**config.mk**
```make
export PLATFORM = sky130hd
export DESIGN_NAME = rebb_cordic_cell
export DESIGN_NICKNAME = d
export VERILOG_FILES = /design/src/rtl/rebb_pkg.sv /design/src/rtl/rebb_cordic_cell.sv
export SDC_FILE = /design/constraint.sdc
export NUM_CORES = 1
export LEC_CHECK = 0
export BUFFER_PORTS_ARGS = -buffer_cell sky130_fd_sc_hd__buf_2
export CORE_MARGIN = 2
export CORE_UTILIZATION = 50
export DETAILED_ROUTE_END_ITERATION = 16
export PLACE_DENSITY = 0.76
export SLEW_MARGIN = 20
export SYNTH_ARGS = -nofsm -noshare
export SYNTH_HDL_FRONTEND = slang
export SYNTH_SLANG_ARGS = --single-unit
```
**constraint.sdc**
```tcl
create_clock -name aclk -period 4.7 [get_ports aclk]
set_input_delay 0 -clock aclk [delete_from_list [all_inputs] [get_ports aclk]]
set_output_delay 0 -clock aclk [all_outputs]
set_load 0.01 [all_outputs]
```
**src/rtl/rebb_pkg.sv**
```systemverilog
// ----------------------------------------------------------------------------
// rebb_pkg
// Types, widths and constants shared by the ellipse bounding box pipeline.
// ----------------------------------------------------------------------------
package rebb_pkg;

    localparam int DEF_CORDIC_STEPS = 16;
    localparam int MAX_CORDIC_STEPS = 24;

    localparam int CW    = 34;
    localparam int PW    = 25;
    localparam int SQ_W  = 52;
    localparam int SQ_STEPS = 26;
    localparam int RW    = 26;

    localparam logic [15:0] AXIS_SCALE_RST = 16'd4096;

    localparam logic signed [CW-1:0] INV_GAIN_Q30 = 34'sd652032874;
    localparam logic signed [CW-1:0] PI_Q30       = 34'sd3373259426;
    localparam logic signed [CW-1:0] HALF_PI_Q30  = 34'sd1686629713;

    localparam logic [31:0] ATAN_TAB [0:MAX_CORDIC_STEPS-1] = '{
        32'd843314857, 32'd497837829, 32'd263043837, 32'd133525159,
        32'd67021687,  32'd33543516,  32'd16775851,  32'd8388437,
        32'd4194283,   32'd2097149,   32'd1048576,   32'd524288,
        32'd262144,    32'd131072,    32'd65536,     32'd32768,
        32'd16384,     32'd8192,      32'd4096,      32'd2048,
        32'd1024,      32'd512,       32'd256,       32'd128
    };

    typedef struct packed {
        logic signed [15:0] cx;
        logic signed [15:0] cy;
        logic [31:0]        a;
        logic [31:0]        b;
    } side_t;

    typedef struct packed {
        logic signed [15:0] cx;
        logic signed [15:0] cy;
    } ctr_t;

endpackage

```
**src/rtl/rebb_cordic_cell.sv**
```systemverilog
// ----------------------------------------------------------------------------
// rebb_cordic_cell
// One rotation-mode CORDIC iteration with its pipeline register.
// ----------------------------------------------------------------------------
module rebb_cordic_cell
    import rebb_pkg::*;
#(
    parameter int STEP = 0
) (
    input  logic                 aclk,
    input  logic                 aresetn,
    input  logic                 adv,
    input  logic                 in_valid,
    input  logic signed [CW-1:0] in_x,
    input  logic signed [CW-1:0] in_y,
    input  logic signed [CW-1:0] in_z,
    input  side_t                in_side,
    output logic                 out_valid,
    output logic signed [CW-1:0] out_x,
    output logic signed [CW-1:0] out_y,
    output logic signed [CW-1:0] out_z,
    output side_t                out_side
);

    localparam logic signed [CW-1:0] ATAN = CW'(ATAN_TAB[STEP]);

    logic                 valid_reg;
    logic signed [CW-1:0] x_reg, y_reg, z_reg;
    logic signed [CW-1:0] x_next, y_next, z_next;
    logic signed [CW-1:0] dx, dy;
    side_t                side_reg;

    always_comb begin
        dx = in_y >>> STEP;
        dy = in_x >>> STEP;
        if (!in_z[CW-1]) begin
            x_next = in_x - dx;
            y_next = in_y + dy;
            z_next = in_z - ATAN;
        end else begin
            x_next = in_x + dx;
            y_next = in_y - dy;
            z_next = in_z + ATAN;
        end
    end

    always_ff @(posedge aclk) begin
        if (!aresetn) begin
            valid_reg <= 1'b0;
        end else if (adv) begin
            valid_reg <= in_valid;
        end
    end

    always_ff @(posedge aclk) begin
        if (adv) begin
            x_reg    <= x_next;
            y_reg    <= y_next;
            z_reg    <= z_next;
            side_reg <= in_side;
        end
    end

    assign out_valid = valid_reg;
    assign out_x     = x_reg;
    assign out_y     = y_reg;
    assign out_z     = z_reg;
    assign out_side  = side_reg;

endmodule

```
==> summary.md <==
| Metric | Value |
|---|---|
| Drt first pass iters | `6` |
| Sequential area share after synthesis | `0.4411` |
| Yosys top cell area share | `0.4396` |
| Clock-pin slew on the worst setup and hold paths | `80 ps` |
| Overall power | `5552 µW` |
| DRC errors left | `0` |
| Fin Setup TNS | `0 ps` |
| Final WL | `42,990 µm` |
| Hold Buf Count CTS | `100` |
| Status | `finished clean` |
| Leakage | `0.007728 µW` |
| Final setup viols | `0` |
| Post-route insts no fill | `~2,100` |
| # resized after CTS | `0` |
| Vias | `12,220` |
| Wire length of the first global-routing pass | `about 65,000 µm` |
| Vias per cell | `about 5.7` |
| Ports | `401` |
| Number of synthesized flops with an enable pin | `197` |
| Min Tclk post-route | `around 3200 ps` |
| Syn_nets | `1,644` |
| M1 wire length | `between 15,000 and 20,000 µm` |
| Starting Density | `0.5049` |
| Layout cells sized above 1 | `0.2685` |
| Vias in the first global route | `11,860` |
| Placed cell count | `2,004` |
| Critical Path AT | `3500 ps` |
| Core Util, Final | `0.6507` |
| Synth Flop Type | `edfxtp_1` |
| Cells after Synth | `around 1,300` |
| Ranking of synthesized cells by area | `edfxtp_1, ha_1, a21oi_1` |
| CP required | `5000 ps` |
| CTS Buffer Depth | `2` |
| Mean post-synth cell area | `about 10 µm²` |
| Placer Congestion | `0.9487` |
| Top sig layer | `met4` |
| Remaining Overflow, GRT | `0` |
| H-tree depth | `4` |
| CTS tree | `done` |
| Net count, final | `2,120` |
| Setup crit start kind | `input port` |
| Worst VDD drop | `255.4 µV` |
| Clk root buf | `clkbuf_16` |
| GRT Total Usage | `0.2956` |
| FMAX | `312.5 MHz` |
| Most common cell in the synthesized netlist | `edfxtp_1` |
| Clock Latency Late Sink | `430 ps` |
| Setup crit end kind | `register` |
| Met3 wire len | `just under 3000 µm` |
| Leading area contributor after synthesis | `edfxtp_1` |
| Yosys warnings | `0` |
| Die area | `between 20,000 and 30,000 µm²` |
| Total of max-cap violations | `0` |
| Die Wd | `168.1 µm` |
| Yosys cell types | `85` |
| Num CTS Buffers | `17` |
| Avg WL per Cell | `slightly above 20 µm` |
| Pwr/cell area | `320.2 nW/µm²` |
| Post-synth top cells | `edfxtp_1, a21oi_1, ha_1` |
| TritonCTS Sinks | `~200` |
| Relative slew slack | `0.3173` |
| Period utilization | `0.6809` |
| Metal2 WL | `20,130 µm` |
| Max Clock Skew | `0 ps` |
| Core box area | `26,650 µm²` |
| Core Rows | `60` |
| Port Buf Inserts | `400` |
| Setup CP Type | `input port to register` |
| Area delta synth->final | `28.87%` |
| RSZ-0062 raised after global routing | `no` |
| Worst hold path type | `input port to register` |
| Worst slew pin tran | `1024 ps` |
| Yosys reg bits | `198` |
| Largest net degree at the start of global routing | `129` |
| Antenna violations before repair | `2` |
| Final Max Slew Viols | `0` |
| ANT nets after route | `0` |
| Die height | `168.1 µm` |
| Cell area after synthesis | `13,460 µm²` |
| Final number of hold-violating endpoints | `0` |
| Ys async rst share | `0` |
| Drt first-iter violations | `1,164` |
| Critical path fanouts, max | `3` |
| Post-CTS Setup Inserts | `0` |
| Post-DP HPWL | `about 33,000 µm` |
==> cells by family after synthesis <==
kind of cell | share of synthesized area
simple gates | 0.1123
fa+ha+maj | 0.1287
flops | 0.4411
compound gates | 0.1954
xor+xnor | 0.05923
mux | 0.01265
buf+inv | 0.05058
==> cell type report <==
type                    count  area [µm²]
inverters                 119       446.7
clock buffers              17       425.4
diodes                      2       5.005
fillers                  2129        9309
clock inverters            15       220.2
multi-input cells         942        6840
flip-flops and latches    198        5936
repair buffers            504        3042
well taps                 341       426.7
==> critical path, stage by stage <==
cell           delay, ps
dlygate4sd3_1        540
buf_2                150
ha_1                 210
fa_1                 430
nor3b_2              210
o311ai_4             340
a21oi_2              100
nor3_2               340
a21oi_2              120
nor4_1               450
nor3_1               110
or3_1                400
nand2_1               90
==> state kept, by name, indices dropped and copies added, names as in the netlist <==
register	count
out_z	34
out_x	34
out_valid	1
out_side	96
out_y	33
==> metrics by stage <==
| stage | setup slack (ps) | instance area (µm²) | hold WS [ps] |
|---|---|---|---|
| finish | 1500 | 17340 | 48.01 |
| detailed placement | 1373 | 15690 | 178.1 |
| global route | 1379 | 17340 | 54.08 |
| floorplan | 1447 | 13460 | 98.87 |
| global placement | 1477 | 15690 | 176.1 |
| CTS | 1586 | 17340 | 26.79 |
==> where the power goes <==
group	internal [µW]	switching (µW)	total [µW]
Clock	792	789	1580
Combinational	665	1020	1690
Sequential	2220	61.5	2290
Total	3680	1870	5550
==> placed cells by master, fill, tap and decap left out, types with 17 or more instances in the layout <==
cell / instances
a21o_1: 39
o21bai_1: 27
mux2i_1: 17
o21ai_0: 64
inv_1: 111
nor2_1: 101
edfxtp_1: 197
nor3_1: 32
nand2_1: 53
dlygate4sd3_1: 100
xor2_1: 19
nor2b_1: 18
xnor2_1: 72
ha_1: 132
nand3_1: 23
buf_2: 399
clkbuf_16: 17
a21oi_1: 134
==> worst paths after layout <==
kind / from / cells past startpoint / slack, ps / to
setup / recovery: in_y[0] / 13 / 1500 / out_y[32]$_DFFE_PP_
hold / removal: in_y[33] / 3 / 50 / out_x[33]$_DFFE_PP_
setup reg to reg: out_valid$_SDFFE_PN0P_ / 3 / 3530 / out_valid$_SDFFE_PN0P_
hold reg to reg: out_valid$_SDFFE_PN0P_ / 3 / 1080 / out_valid$_SDFFE_PN0P_
==> layer usage <==
layer,up-vias,GRT usage
met3,107,0.04043
met4,0,0.1496
met5,-,0
met2,601,0.4842
met1,5790,0.3868
li1,5722,-
(Power assumes the default switching activity.)
