### config.mk
export PLATFORM = sky130hd
export DESIGN_NAME = rebb_sqrt_cell
export DESIGN_NICKNAME = d
export VERILOG_FILES = /design/src/rtl/rebb_pkg.sv /design/src/rtl/rebb_sqrt_cell.sv
export SDC_FILE = /design/constraint.sdc
export NUM_CORES = 1
export LEC_CHECK = 0
export BUFFER_PORTS_ARGS = -buffer_cell sky130_fd_sc_hd__buf_2
export CAP_MARGIN = 10
export CORE_AREA = 2 2 190 192
export CTS_BUF_LIST = sky130_fd_sc_hd__clkbuf_4
export CTS_CLUSTER_DIAMETER = 100
export CTS_CLUSTER_SIZE = 24
export DETAILED_ROUTE_END_ITERATION = 8
export DIE_AREA = 0 0 192 194
export PLACE_DENSITY = 0.68
export SYNTH_ARGS = -nofsm -noshare
export SYNTH_HDL_FRONTEND = slang
export SYNTH_SLANG_ARGS = --single-unit
export TNS_END_PERCENT = 50
### constraint.sdc
create_clock -name aclk -period 4.6 [get_ports aclk]
set_input_delay 0.23 -clock aclk [delete_from_list [all_inputs] [get_ports aclk]]
set_output_delay 0.23 -clock aclk [all_outputs]
set_load 0.02 [all_outputs]
### src/rtl/rebb_pkg.sv
// ----------------------------------------------------------------------------
// rebb_pkg
// Types, widths and constants shared by the ellipse bounding box pipeline.
// ----------------------------------------------------------------------------
package rebb_pkg;

    localparam int DEF_CORDIC_STEPS = 16;
    localparam int MAX_CORDIC_STEPS = 24;

    localparam int CW    = 34;
    localparam int PW    = 25;
    localparam int SQ_W  = 52;
    localparam int SQ_STEPS = 26;
    localparam int RW    = 26;

    localparam logic [15:0] AXIS_SCALE_RST = 16'd4096;

    localparam logic signed [CW-1:0] INV_GAIN_Q30 = 34'sd652032874;
    localparam logic signed [CW-1:0] PI_Q30       = 34'sd3373259426;
    localparam logic signed [CW-1:0] HALF_PI_Q30  = 34'sd1686629713;

    localparam logic [31:0] ATAN_TAB [0:MAX_CORDIC_STEPS-1] = '{
        32'd843314857, 32'd497837829, 32'd263043837, 32'd133525159,
        32'd67021687,  32'd33543516,  32'd16775851,  32'd8388437,
        32'd4194283,   32'd2097149,   32'd1048576,   32'd524288,
        32'd262144,    32'd131072,    32'd65536,     32'd32768,
        32'd16384,     32'd8192,      32'd4096,      32'd2048,
        32'd1024,      32'd512,       32'd256,       32'd128
    };

    typedef struct packed {
        logic signed [15:0] cx;
        logic signed [15:0] cy;
        logic [31:0]        a;
        logic [31:0]        b;
    } side_t;

    typedef struct packed {
        logic signed [15:0] cx;
        logic signed [15:0] cy;
    } ctr_t;

endpackage

### src/rtl/rebb_sqrt_cell.sv
// ----------------------------------------------------------------------------
// rebb_sqrt_cell
// One digit of two parallel integer square roots with its pipeline register.
// ----------------------------------------------------------------------------
module rebb_sqrt_cell
    import rebb_pkg::*;
#(
    parameter int STEP = 0
) (
    input  logic            aclk,
    input  logic            aresetn,
    input  logic            adv,
    input  logic            in_valid,
    input  logic [SQ_W-1:0] in_vx,
    input  logic [SQ_W-1:0] in_rx,
    input  logic [SQ_W-1:0] in_vy,
    input  logic [SQ_W-1:0] in_ry,
    input  ctr_t            in_ctr,
    output logic            out_valid,
    output logic [SQ_W-1:0] out_vx,
    output logic [SQ_W-1:0] out_rx,
    output logic [SQ_W-1:0] out_vy,
    output logic [SQ_W-1:0] out_ry,
    output ctr_t            out_ctr
);

    localparam logic [SQ_W-1:0] BIT = SQ_W'(1) << (2 * (SQ_STEPS - 1 - STEP));

    logic            valid_reg;
    logic [SQ_W-1:0] vx_reg, rx_reg, vy_reg, ry_reg;
    logic [SQ_W-1:0] vx_next, rx_next, vy_next, ry_next;
    logic [SQ_W-1:0] tx, ty;
    ctr_t            ctr_reg;

    always_comb begin
        tx = in_rx + BIT;
        ty = in_ry + BIT;
        if (in_vx >= tx) begin
            vx_next = in_vx - tx;
            rx_next = (in_rx >> 1) + BIT;
        end else begin
            vx_next = in_vx;
            rx_next = in_rx >> 1;
        end
        if (in_vy >= ty) begin
            vy_next = in_vy - ty;
            ry_next = (in_ry >> 1) + BIT;
        end else begin
            vy_next = in_vy;
            ry_next = in_ry >> 1;
        end
    end

    always_ff @(posedge aclk) begin
        if (!aresetn) begin
            valid_reg <= 1'b0;
        end else if (adv) begin
            valid_reg <= in_valid;
        end
    end

    always_ff @(posedge aclk) begin
        if (adv) begin
            vx_reg  <= vx_next;
            rx_reg  <= rx_next;
            vy_reg  <= vy_next;
            ry_reg  <= ry_next;
            ctr_reg <= in_ctr;
        end
    end

    assign out_valid = valid_reg;
    assign out_vx    = vx_reg;
    assign out_rx    = rx_reg;
    assign out_vy    = vy_reg;
    assign out_ry    = ry_reg;
    assign out_ctr   = ctr_reg;

endmodule

==> reports/metrics.yaml <==
worstPathArrival_ps: 4710
finalNonFillerCells: 2584
port_buffers: 484
yosysMostFrequentCell: "edfxtp_1"
htreeDepth: 1
wl_um: 46500
crit_path_end_kind: "flip-flop"
grt-ovfl-total: 0
synth_edf_count: 240
max-cap-violations: 0
worst_slack_ps: 520
cp_data_required_time_ps: 5230
cts_resized: 0
root_buffer: "clkbuf_4"
power_density_nw_per_um2: 290
top_layer: "met4"
drive_gt1_share_pct: 25.8
gr-usage-all-layers_pct: 24.2
setup_viol: 0
min_from: "adv"
yosysWarnings: 0
post_cts_buffers: 0
cts_tree: "done"
clock-skew-final_ps: 0
wl_met2_um: 23800
cpPeakStageDelay_ps: 580
finalCritPeriodShare_pct: 88.7
top_level_ports: 485
cpMostUsedCell: "dlygate4sd3_1"
ant_nets: 0
ys_ff_latch: 241
post-dp-hpwl_um: 34700
die_x_um: 192
whs_ps: 85.7
r2r-start: "out_valid$_SDFFE_PN0P_"
wl_met1_um: 18100
yosys-top-cells-area: "edfxtp_1, ha_1, a21oi_1, nor2_1, inv_1"
yosysSeqAreaShare_pct: 49.7
finalMaxSlewViolations: 0
ir_worst_vdd_mv: 0.241
num_rows: 69
clk_path_buf_depth: 3
coreArea_um2: 35200
pre_cts_ws_ps: 770
die_y_um: 194
totalPowerFinal_w: 0.00581
gp_congestion: 0.912
synthTopCellsByCount: "edfxtp_1, a21oi_1, nor2_1, inv_1, ha_1"
yosysUniqueCellTypes: 68
syn_to_final_growth_pct: 37.7
rsz0062_at_grt: "false"
cts_sinks: 241
yosys.area.top_type_share_pct: 49.6
finalCriticalPeriod_ps: 4080
cp_top_family: "buffers and inverters"
dp.cells: 2318
drtIter0Drc: 781
crit_slowest_cell: "dlygate4sd3_1"
via_per_inst: 5.21
routedWlPerCell_um: 18.0
outcome: "completed"
async_flop_share_pct: 0
synth_top_area_cell: "edfxtp_1"
wl_met3_um: 3280
dr.pass1.iters: 5
ys.flop_type: "edfxtp_1"
synth_nets: 1767
grt_pass1_vias: 13700
netlist_instances: 1417
dieArea_um2: 37200
timing.fmax_ghz: 0.245
cp_num_buf_inv: 5
syn-mean-instance-area_um2: 10.3
clk_pin_slew_worst_paths_ps: 260
hold_class: "in2reg"
num_vias: 13500
netlist_area_um2: 14500
start_util_pct: 41.3
worstPathCellList: "dlygate4sd3_1 > buf_2 > inv_1 > ha_1 > fa_1 > nor2b_1 > o2111ai_1 > a31oi_1 > o21bai_1 > a211oi_2 > o31ai_2 > o311ai_4 > and2_2 > buf_4 > nor2_1 > a21oi_1 > dlygate4sd3_1"
fin_nets: 2465
grt_pass1_wl_um: 72300
worstMarginPinSlew_ps: 927
startpoint_type: "primary input"
timing_hold_violations_final: 0
slew_headroom_pct: 38.2
path_class: "in2reg"
drc: 0
worstSkewPairLatency_ps: 700
cts-buffers-inserted: 14
grt_max_degree: 115
tns_ps: 0
crit_path_max_fanout: 22
cp-startpoint: "in_vx[0]"
antenna_found_initial: 4
p_leak_nw: 9.04
## sequential cells by signal (all words and copies together), names as in the netlist
register,flops
out_ctr,32
out_rx,52
out_ry,52
out_valid,1
out_vx,52
out_vy,52
## cell usage in the layout, fill, tap and decap left out, types with 9 or more instances in the layout
cell type	count
o21bai_1	19
edfxtp_1	240
and4_1	9
buf_2	483
nor3_1	17
dlygate4sd3_1	242
xor2_1	46
nand4_1	29
xnor2_1	49
a21o_1	56
nor2_1	146
o21ai_0	70
mux2_2	15
nand2b_1	9
clkbuf_4	16
a21oi_1	180
a211oi_1	9
ha_1	104
o21a_1	15
nand3_1	17
a31oi_1	15
nand2_1	86
inv_1	131
## per-stage QoR
| step | util [%] | instance area (µm²) |
|---|---|---|
| 2_1_floorplan | - | 14500 |
| 3_3_place_gp | 49.5 | 17400 |
| 3_5_place_dp | 49.5 | 17400 |
| 4_1_cts | 56.8 | 20000 |
| 5_1_grt | 56.8 | 20000 |
| 6_report | 56.8 | 20000 |
## path summary, 6_finish.rpt
check                                         endpoint  slack (ps)  cells after the start
worst max-delay path               out_vx[0]$_DFFE_PP_         520                     17
worst min-delay path              out_vx[50]$_DFFE_PP_          90                      1
worst max register to register  out_valid$_SDFFE_PN0P_        3420                      3
worst min register to register  out_valid$_SDFFE_PN0P_        1120                      3
## final cells by class
| class | instances | area, µm² |
|---|---|---|
| antenna | 4 | 10.0 |
| clock buffer | 16 | 120 |
| clock inverter | 4 | 27.5 |
| fill | 2967 | 15200 |
| inverter | 131 | 492 |
| multi-input combinational | 991 | 6600 |
| sequential | 241 | 7230 |
| tap | 461 | 577 |
| timing repair buffer | 736 | 4970 |
## where the power goes
group          internal, W  total (W)  leakage (nW)  switching, W
Sequential         0.00272    0.00279          2.36     0.0000680
Clock             0.000174   0.000861        0.0905      0.000687
Combinational     0.000852    0.00216          6.59       0.00131
## kinds of logic after synthesis
| kind of cell | share of synthesized area [%] |
|---|---|
| multiplexers | 1.23 |
| buffers and inverters | 5.02 |
| flip-flops | 49.7 |
| AO/OA/AOI/OAI | 17.8 |
| AND/OR/NAND/NOR | 11.3 |
| adder cells (fa/ha/maj) | 9.22 |
| XOR/XNOR | 5.72 |
## routing by layer
metal | track usage (%) | vias up
met2 | 45.0 | 497
met1 | 28.1 | 6362
met3 | 4.20 | 67
met4 | 7.21 | 0
met5 | 0 | -
li1 | - | 6539
## repair_timing
item / in CTS / in global routing
hold buffers: 242 / 0
hold endpoints to repair: 241 / 0
endpoints found under the setup margin: 0 / 0
Power figures use the tool's default switching activity.
